`src/sv/i2cms_pkg.sv`:
```
// Shared types, opcodes and step tables for the I2C master bit sequencer.
package i2cms_pkg;

    localparam int unsigned TICK_W  = 16;
    localparam int unsigned STEP_W  = 5;
    localparam int unsigned STEPS   = 1 << STEP_W;
    localparam logic [7:0]  MSB_MASK = 8'h80;
    localparam logic [TICK_W-1:0] STEP_TICKS_RESET = 16'd1000;

    typedef enum logic [2:0] {
        OP_START = 3'd0,
        OP_STOP  = 3'd1,
        OP_WRITE = 3'd2,
        OP_READ  = 3'd3,
        OP_SACK  = 3'd4,
        OP_RACK  = 3'd5
    } op_t;

    typedef struct packed {
        logic       cmd_valid;
        logic [2:0] op;
        logic [7:0] tx_byte;
        logic       ack_to_send;
        logic       sda_in;
    } in_word_t;

    typedef struct packed {
        logic       scl_out;
        logic       sda_out;
        logic       cmd_ready;
        logic       done_res;
        logic [7:0] rx_byte;
        logic       ack_seen;
    } out_word_t;

    // Pin and data state that a single step may change.
    typedef struct packed {
        logic       scl;
        logic       sda;
        logic       ack;
        logic [7:0] shift;
    } pin_state_t;

    // Command setup handed to the step decoder.
    typedef struct packed {
        logic              run;
        logic [2:0]        op;
        logic [STEP_W-1:0] idx;
        logic              sack;
        logic              sda_in;
    } step_ctrl_t;

    typedef logic [STEPS-1:0][2:0] div3_tab_t;
    typedef logic [STEPS-1:0][1:0] mod3_tab_t;

    // Step index split into bit number and phase within a three-step bit.
    function automatic div3_tab_t build_div3();
        div3_tab_t t;
        for (int i = 0; i < STEPS; i++) begin
            t[i] = 3'((i / 3) & 7);
        end
        return t;
    endfunction

    function automatic mod3_tab_t build_mod3();
        mod3_tab_t t;
        for (int i = 0; i < STEPS; i++) begin
            t[i] = 2'(i % 3);
        end
        return t;
    endfunction

    localparam div3_tab_t DIV3 = build_div3();
    localparam mod3_tab_t MOD3 = build_mod3();

    // Number of pin steps in each command; unused codes have none.
    function automatic logic [STEP_W-1:0] op_len(input logic [2:0] op);
        logic [STEP_W-1:0] n;
        case (op_t'(op))
            OP_START: n = 5'd4;
            OP_STOP:  n = 5'd3;
            OP_WRITE: n = 5'd24;
            OP_READ:  n = 5'd25;
            OP_SACK:  n = 5'd3;
            OP_RACK:  n = 5'd4;
            default:  n = 5'd0;
        endcase
        return n;
    endfunction

endpackage

```
`src/sv/i2cms_step.sv`:
```
// Pin step decoder: applies one step of the current command to the pin state.
module i2cms_step (
    input  i2cms_pkg::step_ctrl_t ctrl,
    input  i2cms_pkg::pin_state_t cur,
    output i2cms_pkg::pin_state_t nxt
);
    import i2cms_pkg::*;

    logic [STEP_W-1:0] ridx;
    logic [2:0]        wbit;
    logic [1:0]        wphase;
    logic [2:0]        rbit;
    logic [1:0]        rphase;

    assign ridx   = ctrl.idx - STEP_W'(1);
    assign wbit   = DIV3[ctrl.idx];
    assign wphase = MOD3[ctrl.idx];
    assign rbit   = DIV3[ridx];
    assign rphase = MOD3[ridx];

    always_comb begin
        nxt = cur;
        if (ctrl.run) begin
            case (op_t'(ctrl.op))
                OP_START: begin
                    case (ctrl.idx)
                        5'd0:    nxt.sda = 1'b1;
                        5'd1:    nxt.scl = 1'b1;
                        5'd2:    nxt.sda = 1'b0;
                        default: nxt.scl = 1'b0;
                    endcase
                end
                OP_STOP: begin
                    case (ctrl.idx)
                        5'd0:    nxt.sda = 1'b0;
                        5'd1:    nxt.scl = 1'b1;
                        default: nxt.sda = 1'b1;
                    endcase
                end
                OP_WRITE: begin
                    case (wphase)
                        2'd0:    nxt.sda = cur.shift[3'd7 - wbit];
                        2'd1:    nxt.scl = 1'b1;
                        default: nxt.scl = 1'b0;
                    endcase
                end
                OP_READ: begin
                    if (ctrl.idx == '0) begin
                        nxt.sda = 1'b1;
                    end else begin
                        case (rphase)
                            2'd0: nxt.scl = 1'b1;
                            2'd1: begin
                                if (ctrl.sda_in) begin
                                    nxt.shift = cur.shift | (MSB_MASK >> rbit);
                                end
                            end
                            default: nxt.scl = 1'b0;
                        endcase
                    end
                end
                OP_SACK: begin
                    case (ctrl.idx)
                        5'd0:    nxt.sda = ctrl.sack;
                        5'd1:    nxt.scl = 1'b1;
                        default: nxt.scl = 1'b0;
                    endcase
                end
                OP_RACK: begin
                    case (ctrl.idx)
                        5'd0:    nxt.sda = 1'b1;
                        5'd1:    nxt.scl = 1'b1;
                        5'd2:    nxt.ack = ctrl.sda_in;
                        default: nxt.scl = 1'b0;
                    endcase
                end
                default: nxt = cur;
            endcase
        end
    end

endmodule

```
`src/sv/i2c_master_bit_sequencer_unit.sv`:
```
// Top level of the I2C master bit sequencer: input register, tick logic, result register.
//
//  channel | ports                          | word
//  --------+--------------------------------+------------------------------
//  input   | s_valid, s_ready, s_data       | one tick: command and SDA in
//  result  | m_valid, m_ready, m_data       | pin drive and status per tick
//  config  | cfg_valid, cfg_ready, cfg_data | step_ticks, 16 bits
//
// Every input word yields exactly one result word, which moves from the input register
// into the result register (m_data) when the result side is not stalled; one word is
// taken per cycle unless m_ready stalls, set by the update loop on the sequencer state
// registers. Reset (aresetn low, synchronous) releases both lines and empties both
// stages. A stall on m_ready holds the result register and then the input register;
// s_ready drops only when both are full. Config writes are always taken.
module i2c_master_bit_sequencer_unit (
    input  logic                 aclk,
    input  logic                 aresetn,
    input  logic                 s_valid,
    output logic                 s_ready,
    input  i2cms_pkg::in_word_t  s_data,
    output logic                 m_valid,
    input  logic                 m_ready,
    output i2cms_pkg::out_word_t m_data,
    input  logic                 cfg_valid,
    output logic                 cfg_ready,
    input  logic [15:0]          cfg_data
);
    import i2cms_pkg::*;

    // Input stage.
    logic     in_vld_reg, in_vld_next;
    in_word_t in_reg;

    // Result stage.
    logic      out_vld_reg, out_vld_next;
    out_word_t out_reg, out_next;

    // Sequencer state.
    logic [TICK_W-1:0] step_ticks_reg;
    logic              busy_reg, busy_next;
    logic [2:0]        op_reg, op_next;
    logic [STEP_W-1:0] step_reg, step_next;
    logic [TICK_W-1:0] tick_reg, tick_next;
    pin_state_t        pin_reg, pin_next;
    logic              sack_reg, sack_next;
    logic [7:0]        rx_reg, rx_next;

    logic              advance;
    logic [TICK_W-1:0] tick_inc;
    logic [STEP_W-1:0] step_inc;
    logic              step_end;
    logic              last_step;
    logic              start_cmd;
    logic              done;
    step_ctrl_t        ctrl;
    pin_state_t        pin_cur;
    pin_state_t        pin_step;

    // The input word moves on whenever the result register can take its result.
    assign advance   = in_vld_reg && (!out_vld_reg || m_ready);
    assign s_ready   = !in_vld_reg || advance;
    assign cfg_ready = 1'b1;

    assign in_vld_next  = s_ready ? s_valid : in_vld_reg;
    assign out_vld_next = advance ? 1'b1 : (m_ready ? 1'b0 : out_vld_reg);

    // Tick counting of the step being held; a count that wraps also ends it.
    assign tick_inc  = tick_reg + TICK_W'(1);
    assign step_end  = (tick_inc >= step_ticks_reg) || (tick_inc == '0);
    assign step_inc  = step_reg + STEP_W'(1);
    assign last_step = step_inc >= op_len(op_reg);
    assign start_cmd = !busy_reg && in_reg.cmd_valid && (in_reg.op <= 3'(OP_RACK));
    assign done      = busy_reg && step_end && last_step;

    // Set up the step to run: the next step while busy, or step zero of a new
    // command, with the byte and ack level that the command loads.
    always_comb begin
        pin_cur = pin_reg;
        ctrl.sda_in = in_reg.sda_in;
        if (busy_reg) begin
            ctrl.run  = step_end && !last_step;
            ctrl.op   = op_reg;
            ctrl.idx  = step_inc;
            ctrl.sack = sack_reg;
        end else begin
            ctrl.run  = start_cmd;
            ctrl.op   = in_reg.op;
            ctrl.idx  = '0;
            ctrl.sack = (in_reg.op == 3'(OP_SACK)) ? in_reg.ack_to_send : sack_reg;
            if (start_cmd && in_reg.op == 3'(OP_WRITE)) begin
                pin_cur.shift = in_reg.tx_byte;
            end else if (start_cmd && in_reg.op == 3'(OP_READ)) begin
                pin_cur.shift = '0;
            end
        end
    end

    i2cms_step u_step (
        .ctrl (ctrl),
        .cur  (pin_cur),
        .nxt  (pin_step)
    );

    always_comb begin
        busy_next = busy_reg;
        op_next   = op_reg;
        step_next = step_reg;
        tick_next = tick_reg;
        pin_next  = pin_reg;
        sack_next = sack_reg;
        rx_next   = rx_reg;
        out_next  = out_reg;
        if (advance) begin
            pin_next = pin_step;
            if (busy_reg) begin
                if (step_end) begin
                    tick_next = '0;
                    step_next = step_inc;
                    if (last_step) begin
                        busy_next = 1'b0;
                        if (op_reg == 3'(OP_READ)) begin
                            rx_next = pin_reg.shift;
                        end
                    end
                end else begin
                    tick_next = tick_inc;
                end
            end else if (start_cmd) begin
                busy_next = 1'b1;
                op_next   = in_reg.op;
                step_next = '0;
                tick_next = '0;
                sack_next = ctrl.sack;
            end
            out_next.scl_out   = pin_step.scl;
            out_next.sda_out   = pin_step.sda;
            out_next.cmd_ready = !busy_next;
            out_next.done_res  = done;
            out_next.rx_byte   = rx_next;
            out_next.ack_seen  = pin_step.ack;
        end
    end

    always_ff @(posedge aclk) begin
        if (!aresetn) begin
            in_vld_reg     <= 1'b0;
            out_vld_reg    <= 1'b0;
            step_ticks_reg <= STEP_TICKS_RESET;
            busy_reg       <= 1'b0;
            op_reg         <= '0;
            step_reg       <= '0;
            tick_reg       <= '0;
            pin_reg        <= '{scl: 1'b1, sda: 1'b1, ack: 1'b0, shift: 8'h00};
            sack_reg       <= 1'b0;
            rx_reg         <= '0;
        end else begin
            in_vld_reg  <= in_vld_next;
            out_vld_reg <= out_vld_next;
            if (cfg_valid && cfg_ready) begin
                step_ticks_reg <= cfg_data;
            end
            busy_reg <= busy_next;
            op_reg   <= op_next;
            step_reg <= step_next;
            tick_reg <= tick_next;
            pin_reg  <= pin_next;
            sack_reg <= sack_next;
            rx_reg   <= rx_next;
        end
    end

    // Payload registers carry no reset.
    always_ff @(posedge aclk) begin
        if (s_ready) begin
            in_reg <= s_data;
        end
        out_reg <= out_next;
    end

    assign m_valid = out_vld_reg;
    assign m_data  = out_reg;

endmodule

```
`config.mk`:
```
export PLATFORM = sky130hd
export DESIGN_NAME = i2c_master_bit_sequencer_unit
export DESIGN_NICKNAME = d
export VERILOG_FILES = /design/src/sv/i2cms_pkg.sv /design/src/sv/i2cms_step.sv /design/src/sv/i2c_master_bit_sequencer_unit.sv
export SDC_FILE = /design/constraint.sdc
export NUM_CORES = 1
export LEC_CHECK = 0
export BUFFER_PORTS_ARGS = -buffer_cell sky130_fd_sc_hd__buf_2
export CORE_MARGIN = 5
export CORE_UTILIZATION = 65
export DETAILED_ROUTE_END_ITERATION = 16
export GPL_ROUTABILITY_DRIVEN = 1
export PLACE_DENSITY = 0.94
export SLEW_MARGIN = 15
export SYNTH_ARGS = -nofsm -noshare
export SYNTH_HDL_FRONTEND = slang
export SYNTH_HIERARCHICAL = 1
export SYNTH_SLANG_ARGS = --single-unit
```
`constraint.sdc`:
```
create_clock -name aclk -period 8.9 [get_ports aclk]
set_input_delay 1.335 -clock aclk [delete_from_list [all_inputs] [get_ports aclk]]
set_output_delay 1.335 -clock aclk [all_outputs]
set_load 0.01 [all_outputs]
```
# Yosys cells after proc, flatten, opt, wreduce, memory -nomap -nowiden
# Memories as Yosys holds them, arrays and structs flattened.
# Index checks and enable logic that the tools add are counted.
# classes
add_sub_neg	4
magnitude_cmp	6
eq_ne	18
n_shift	1
muxes	48
bitwise	2
n_reduce_logical	30
# op_table
op	n
2-to-1 mux 8 bit	11
2-to-1 mux 16 bit	3
one-hot mux 5 bit (4 select lines)	1
== test 3 x 2 -> 1 bit, second input constant	6
adder 16 x 1 -> 16 bit, second input constant	1
greater-or-equal comparator 16 bit	1
logical NOT 16 bit	1
2-to-1 mux 1 bit	16
== test 3 bit, second input constant	5
2-to-1 mux 5 bit	3
< comparator 5 x 6 -> 1 bit, second input constant	2
one-hot mux 1 bit (2 select lines)	6
one-hot mux 2 bit (6 select lines)	1
2-to-1 mux 11 bit	1
2-to-1 mux 10 bit	1
logical AND 1 bit	8
OR 8 bit	1
>> shifter 8 x 3 -> 8 bit, first input constant	1
== test 3 x 1 -> 1 bit, second input constant	2
logical NOT 3 bit	2
2-to-1 mux 3 bit	2
AND reduction 3 bit	2
OR reduction 2 bit	3
adder 5 x 1 -> 5 bit, second input constant	1
18 further kinds	28
# totals
register_bits	90
mem_bits_ro	320
inputBits	35
output_inout_bits	16
word_cells	137
n_memories	4
# memory_table
memory	depth	width	read_ports	rd_clocked_by_memory_dff	wr	line_no	text
(no name shown)	32	3	1	0	0	i2cms_step.sv:18	assign rbit = DIV3[ridx];
(no name shown)	32	3	1	0	0	i2cms_step.sv:16	assign wbit = DIV3[ctrl.idx];
(no name shown)	32	2	1	0	0	i2cms_step.sv:17	assign wphase = MOD3[ctrl.idx];
(no name shown)	32	2	1	0	0	i2cms_step.sv:19	assign rphase = MOD3[ridx];

# Longest topological paths before layout
# depth
depth_word	17
ltp_mapped	23
depth_no_buf	20

# Modules after synthesis
# The synthesis kept the hierarchy.
# by_module_without_submodules
mod	instances	cells_per_inst	area_per_inst_um2	seq_area_each_um2
i2c_master_bit_sequencer_unit	1	525	4837.1	2072.0
i2cms_step	1	149	1129.8	0.0

# Worst setup path after synthesis
# OpenSTA, ideal clock, no wires.
# synth_timing
path_type	register to register
start	reg tick_reg[0]
end	reg pin_reg, in the netlist pin_cur[9]
setup_time_ns	0.063
arrival_time_ns	3.950
required_ns	8.837
slack_ns	4.887
path_stages_with_launch	24
path_buffers	3
period_less_slack_ns	4.013
path_cell_list	dfxtp_1 ha_1 buf_6 and3_4 buf_6 nand3_1 and2_1 or2_2 ha_1 a21oi_1 o211ai_1 a221o_1 or2_2 buf_1 nor2_1 o21bai_1 o21ai_0 a21oi_1 a22o_1 o41ai_2 o21ai_1 a31oi_1 nand2_1 nand3_1
# synth_rtl
element	line_no	text
from (decl)	i2c_master_bit_sequencer_unit.sv:43	logic [TICK_W-1:0] tick_reg, tick_next;
from (signal assigned)	i2c_master_bit_sequencer_unit.sv:165	tick_reg <= tick_next;
to (signal assigned)	i2c_master_bit_sequencer_unit.sv:153	pin_reg <= '{scl: 1'b1, sda: 1'b1, ack: 1'b0, shift: 8'h00};
to (signal assigned)	i2c_master_bit_sequencer_unit.sv:166	pin_reg <= pin_next;
to (decl)	i2c_master_bit_sequencer_unit.sv:44	pin_state_t pin_reg, pin_next;

==> impl_metrics.toml <==
[synth]
synth_enable_flop_cells = 27
synthesis.nets = 738
avgSynthCellArea_um2 = 8.85
yosysTopAreaCellShare = 0.211
synthArstFlopShare = 0
synth-warning-count = 6
ys_seq_elements = 90
yosysUniqueCellTypes = 85
syn-cell-area_mm2 = 0.00597
synth_flop_cell = "dfxtp_1"
syn_inst = 674
seq_area_frac_synth = 0.347
synthTopCellsByArea = "dfxtp_1, edfxtp_1, nand2_1"
synth_area_leader_cell = "dfxtp_1"

[setup_path]
endpoint = "pin_cur[9]"
crit-reg2reg-capture = "pin_cur[9]"
crit_required_ns = 9.20
r2r-start = "tick_reg[0]"
cp.buffers_inverters = 0
critPathArrivalTime_ns = 4.86
slowest_delay_ns = 0.51
critPathLaunchType = "register"
cpMaxStageDelayCell = "dfxtp_1"
reg2reg_slack_ns = 4.35
critPathMaxFanout = 9
reg2reg_depth = 20
path_class = "register to register"
cp_top_family = "compound AO/OA/AOI/OAI gates"
endpoint_kind = "register"
worst-path-stages = 20
startpoint = "tick_reg[0]"
crit_chain = "ha_1 -> and3_4 -> nand3_1 -> and2_1 -> or2_2 -> ha_1 -> a21oi_1 -> o211ai_1 -> a221o_1 -> or2_2 -> nor2_1 -> o21bai_1 -> o21ai_0 -> a21oi_1 -> a22o_1 -> o41ai_2 -> o21ai_1 -> a31oi_1 -> nand2_1 -> nand3_1"

[power_and_ir_drop]
p_clk_frac = 0.319
swShare = 0.274
ir_worst_vdd_v = 0.000107
seqPwrFrac = 0.561
p_sw_mw = 0.216
p_leak_nw = 2.66
p_comb_frac = 0.119
power.density_mw_per_mm2 = 125
p_int_mw = 0.574

[flow_run]
cap_violations = 0

[clock_network]
cts_setup_buffers = 0
cts.repair.resized = 0
clk_pin_slew_ns = 0.09
cts.sinks = 90
clkLatencyLatePin_ns = 0.37
cts_root_buf = "clkbuf_8"
cts_buffer_depth = 2
tritoncts = "done"
numCtsBuffers = 9
cts-htree-levels = 3
cts_hold_buffers = 0

[timing]
finalMaxSlewViolations = 0
finalCritPeriodShare = 0.512
rsz0062_at_grt = "false"
layout_min_cycle_time_ns = 4.55
fmax_ghz = 0.220
maxSlewHeadroom = 0.241
hold_violations = 0
setup_viol = 0
fin_skew_ns = 0.00765
fin_setup_tns_ns = 0
worst_slew_pin_slew_ns = 1.13

[floorplanning]
die_w_um = 106
core_mm2 = 0.00911
die_area_mm2 = 0.0112
top_level_ports = 51
die_h_um = 106
start_util = 0.655
rows = 35

[detailed_routing]
top_layer_used = "met4"
wl_um = 13800
vias = 5061
via_per_inst = 6.26
first_iter_violations = 365
drt-met1-wl_um = 6040
met3WireLength_um = 742
wl_met2_um = 6710
drt_pass1_iterations = 5
wl_per_cell_um = 17.1
drc = 0
drtAntennaViolNets = 0

[layout]
area_growth_pct = 5.75
final_net_count = 756
n_antenna_cell = 0
layout-drive-gt1-share = 0.159
final_util = 0.693

[grt]
grt_max_degree = 68
grtUsageTotal = 0.251
grt_pass1_vias = 4844
globalRouteOverflowTotal = 0
grt_pass1_wl_um = 23000
antenna_found_initial = 0

[place]
gp_congestion = 0.921
hpwl_um = 10200
placement.io_buffers = 49

[run_status]
status = "finished clean"

[hold_path]
hp-class = "register to register"
==> worst min-delay path, delay by kind of cell, from the launching register on <==
kind	cells	cell delay, ns
muxes	1	0.05
DFF	1	0.32
and+or+nand+nor	1	0.05
==> stage by stage <==
step / cell area (µm²) / worst slack [ns] / instances / power (mW) / hold slack [ns]
after floorplan: 5970 / 4.89 / 674 / 0.518 / 0.431
after global placement: 6140 / 4.61 / 792 / 0.543 / 0.440
after detailed placement: 6140 / 4.52 / 792 / 0.546 / 0.450
after CTS: 6310 / 4.47 / 808 / 0.791 / 0.463
after global routing: 6310 / 4.09 / 808 / 0.827 / 0.491
final: 6310 / 4.35 / 808 / 0.791 / 0.466
==> cell type report <==
class,instances,area (µm²)
sequential,90,2070
clock inverter,6,41.3
tap,111,139
fill,699,2800
multi-input combinational,505,3530
inverter,34,128
clock buffer,10,128
timing repair buffer,52,268
==> power groups by stage <==
stage                     clock network [mW]  registers [mW]  logic, mW
after global placement                     0           0.453     0.0900
after floorplan                            0           0.451     0.0667
final                                  0.253           0.444     0.0944
after detailed placement                   0           0.453     0.0926
after CTS                              0.254           0.443     0.0933
after global routing                   0.277           0.445      0.104
==> placed cells by master, fill, tap and decap left out, types with 4 or more instances in the layout <==
master | synthesis | final
o211ai_1 | 15 | 15
a31o_1 | 7 | 7
a21o_1 | 6 | 6
nor3_1 | 6 | 6
o21ai_1 | 7 | 8
xor2_1 | 7 | 7
mux2_2 | 14 | 14
edfxtp_1 | 27 | 27
inv_1 | 33 | 33
buf_2 | 6 | 49
nand4_1 | 8 | 8
nand3_1 | 21 | 21
a21oi_1 | 19 | 19
nand2_1 | 101 | 101
xnor2_1 | 12 | 12
and4_1 | 4 | 4
nor2_1 | 34 | 34
and2_1 | 12 | 12
ha_1 | 29 | 29
a211oi_1 | 4 | 4
mux2i_1 | 32 | 32
nand2b_1 | 5 | 5
a32oi_1 | 5 | 5
clkbuf_8 | 0 | 9
a31oi_1 | 5 | 5
a21boi_0 | 19 | 19
dfxtp_1 | 63 | 63
and3_1 | 7 | 7
nor2b_1 | 20 | 20
or2_2 | 9 | 9
o21ai_0 | 24 | 23
==> routing by layer <==
metal / vias to the layer above / GRT usage
li1: 2443 / -
met1: 2400 / 0.335
met2: 187 / 0.420
met3: 31 / 0.0367
met4: 0 / 0.0814
met5: - / 0
==> cells in the mapped netlist (15+ instances only) <==
cell,count
a21boi_0,19
a21oi_1,19
clkbuf_1,27
dfxtp_1,63
edfxtp_1,27
ha_1,29
inv_1,33
mux2i_1,32
nand2_1,101
nand3_1,21
nor2_1,34
nor2b_1,20
o211ai_1,15
o21ai_0,24
==> logic make-up after synthesis <==
group           Yosys count  synth area share
other cells               1          0.000628
buf+inv                  79            0.0604
compound gates          152             0.189
mux                      47            0.0826
fa+ha+maj                31            0.0644
simple gates            253             0.221
flops                    90             0.347
xor+xnor                 21            0.0352
==> how the worst min path moves through the flow <==
stage	from	to	slack [ns]	cells after the start
after global routing	rx_reg[7]	rx_reg[7]	0.49	2
after detailed placement	rx_reg[5]	rx_reg[5]	0.45	2
after global placement	rx_reg[7]	rx_reg[7]	0.44	2
final	rx_reg[5]	rx_reg[5]	0.47	2
after floorplan	rx_reg[0]	rx_reg[0]	0.43	2
after CTS	rx_reg[5]	rx_reg[5]	0.46	2
Note: power is estimated with default switching activity, not from simulation.
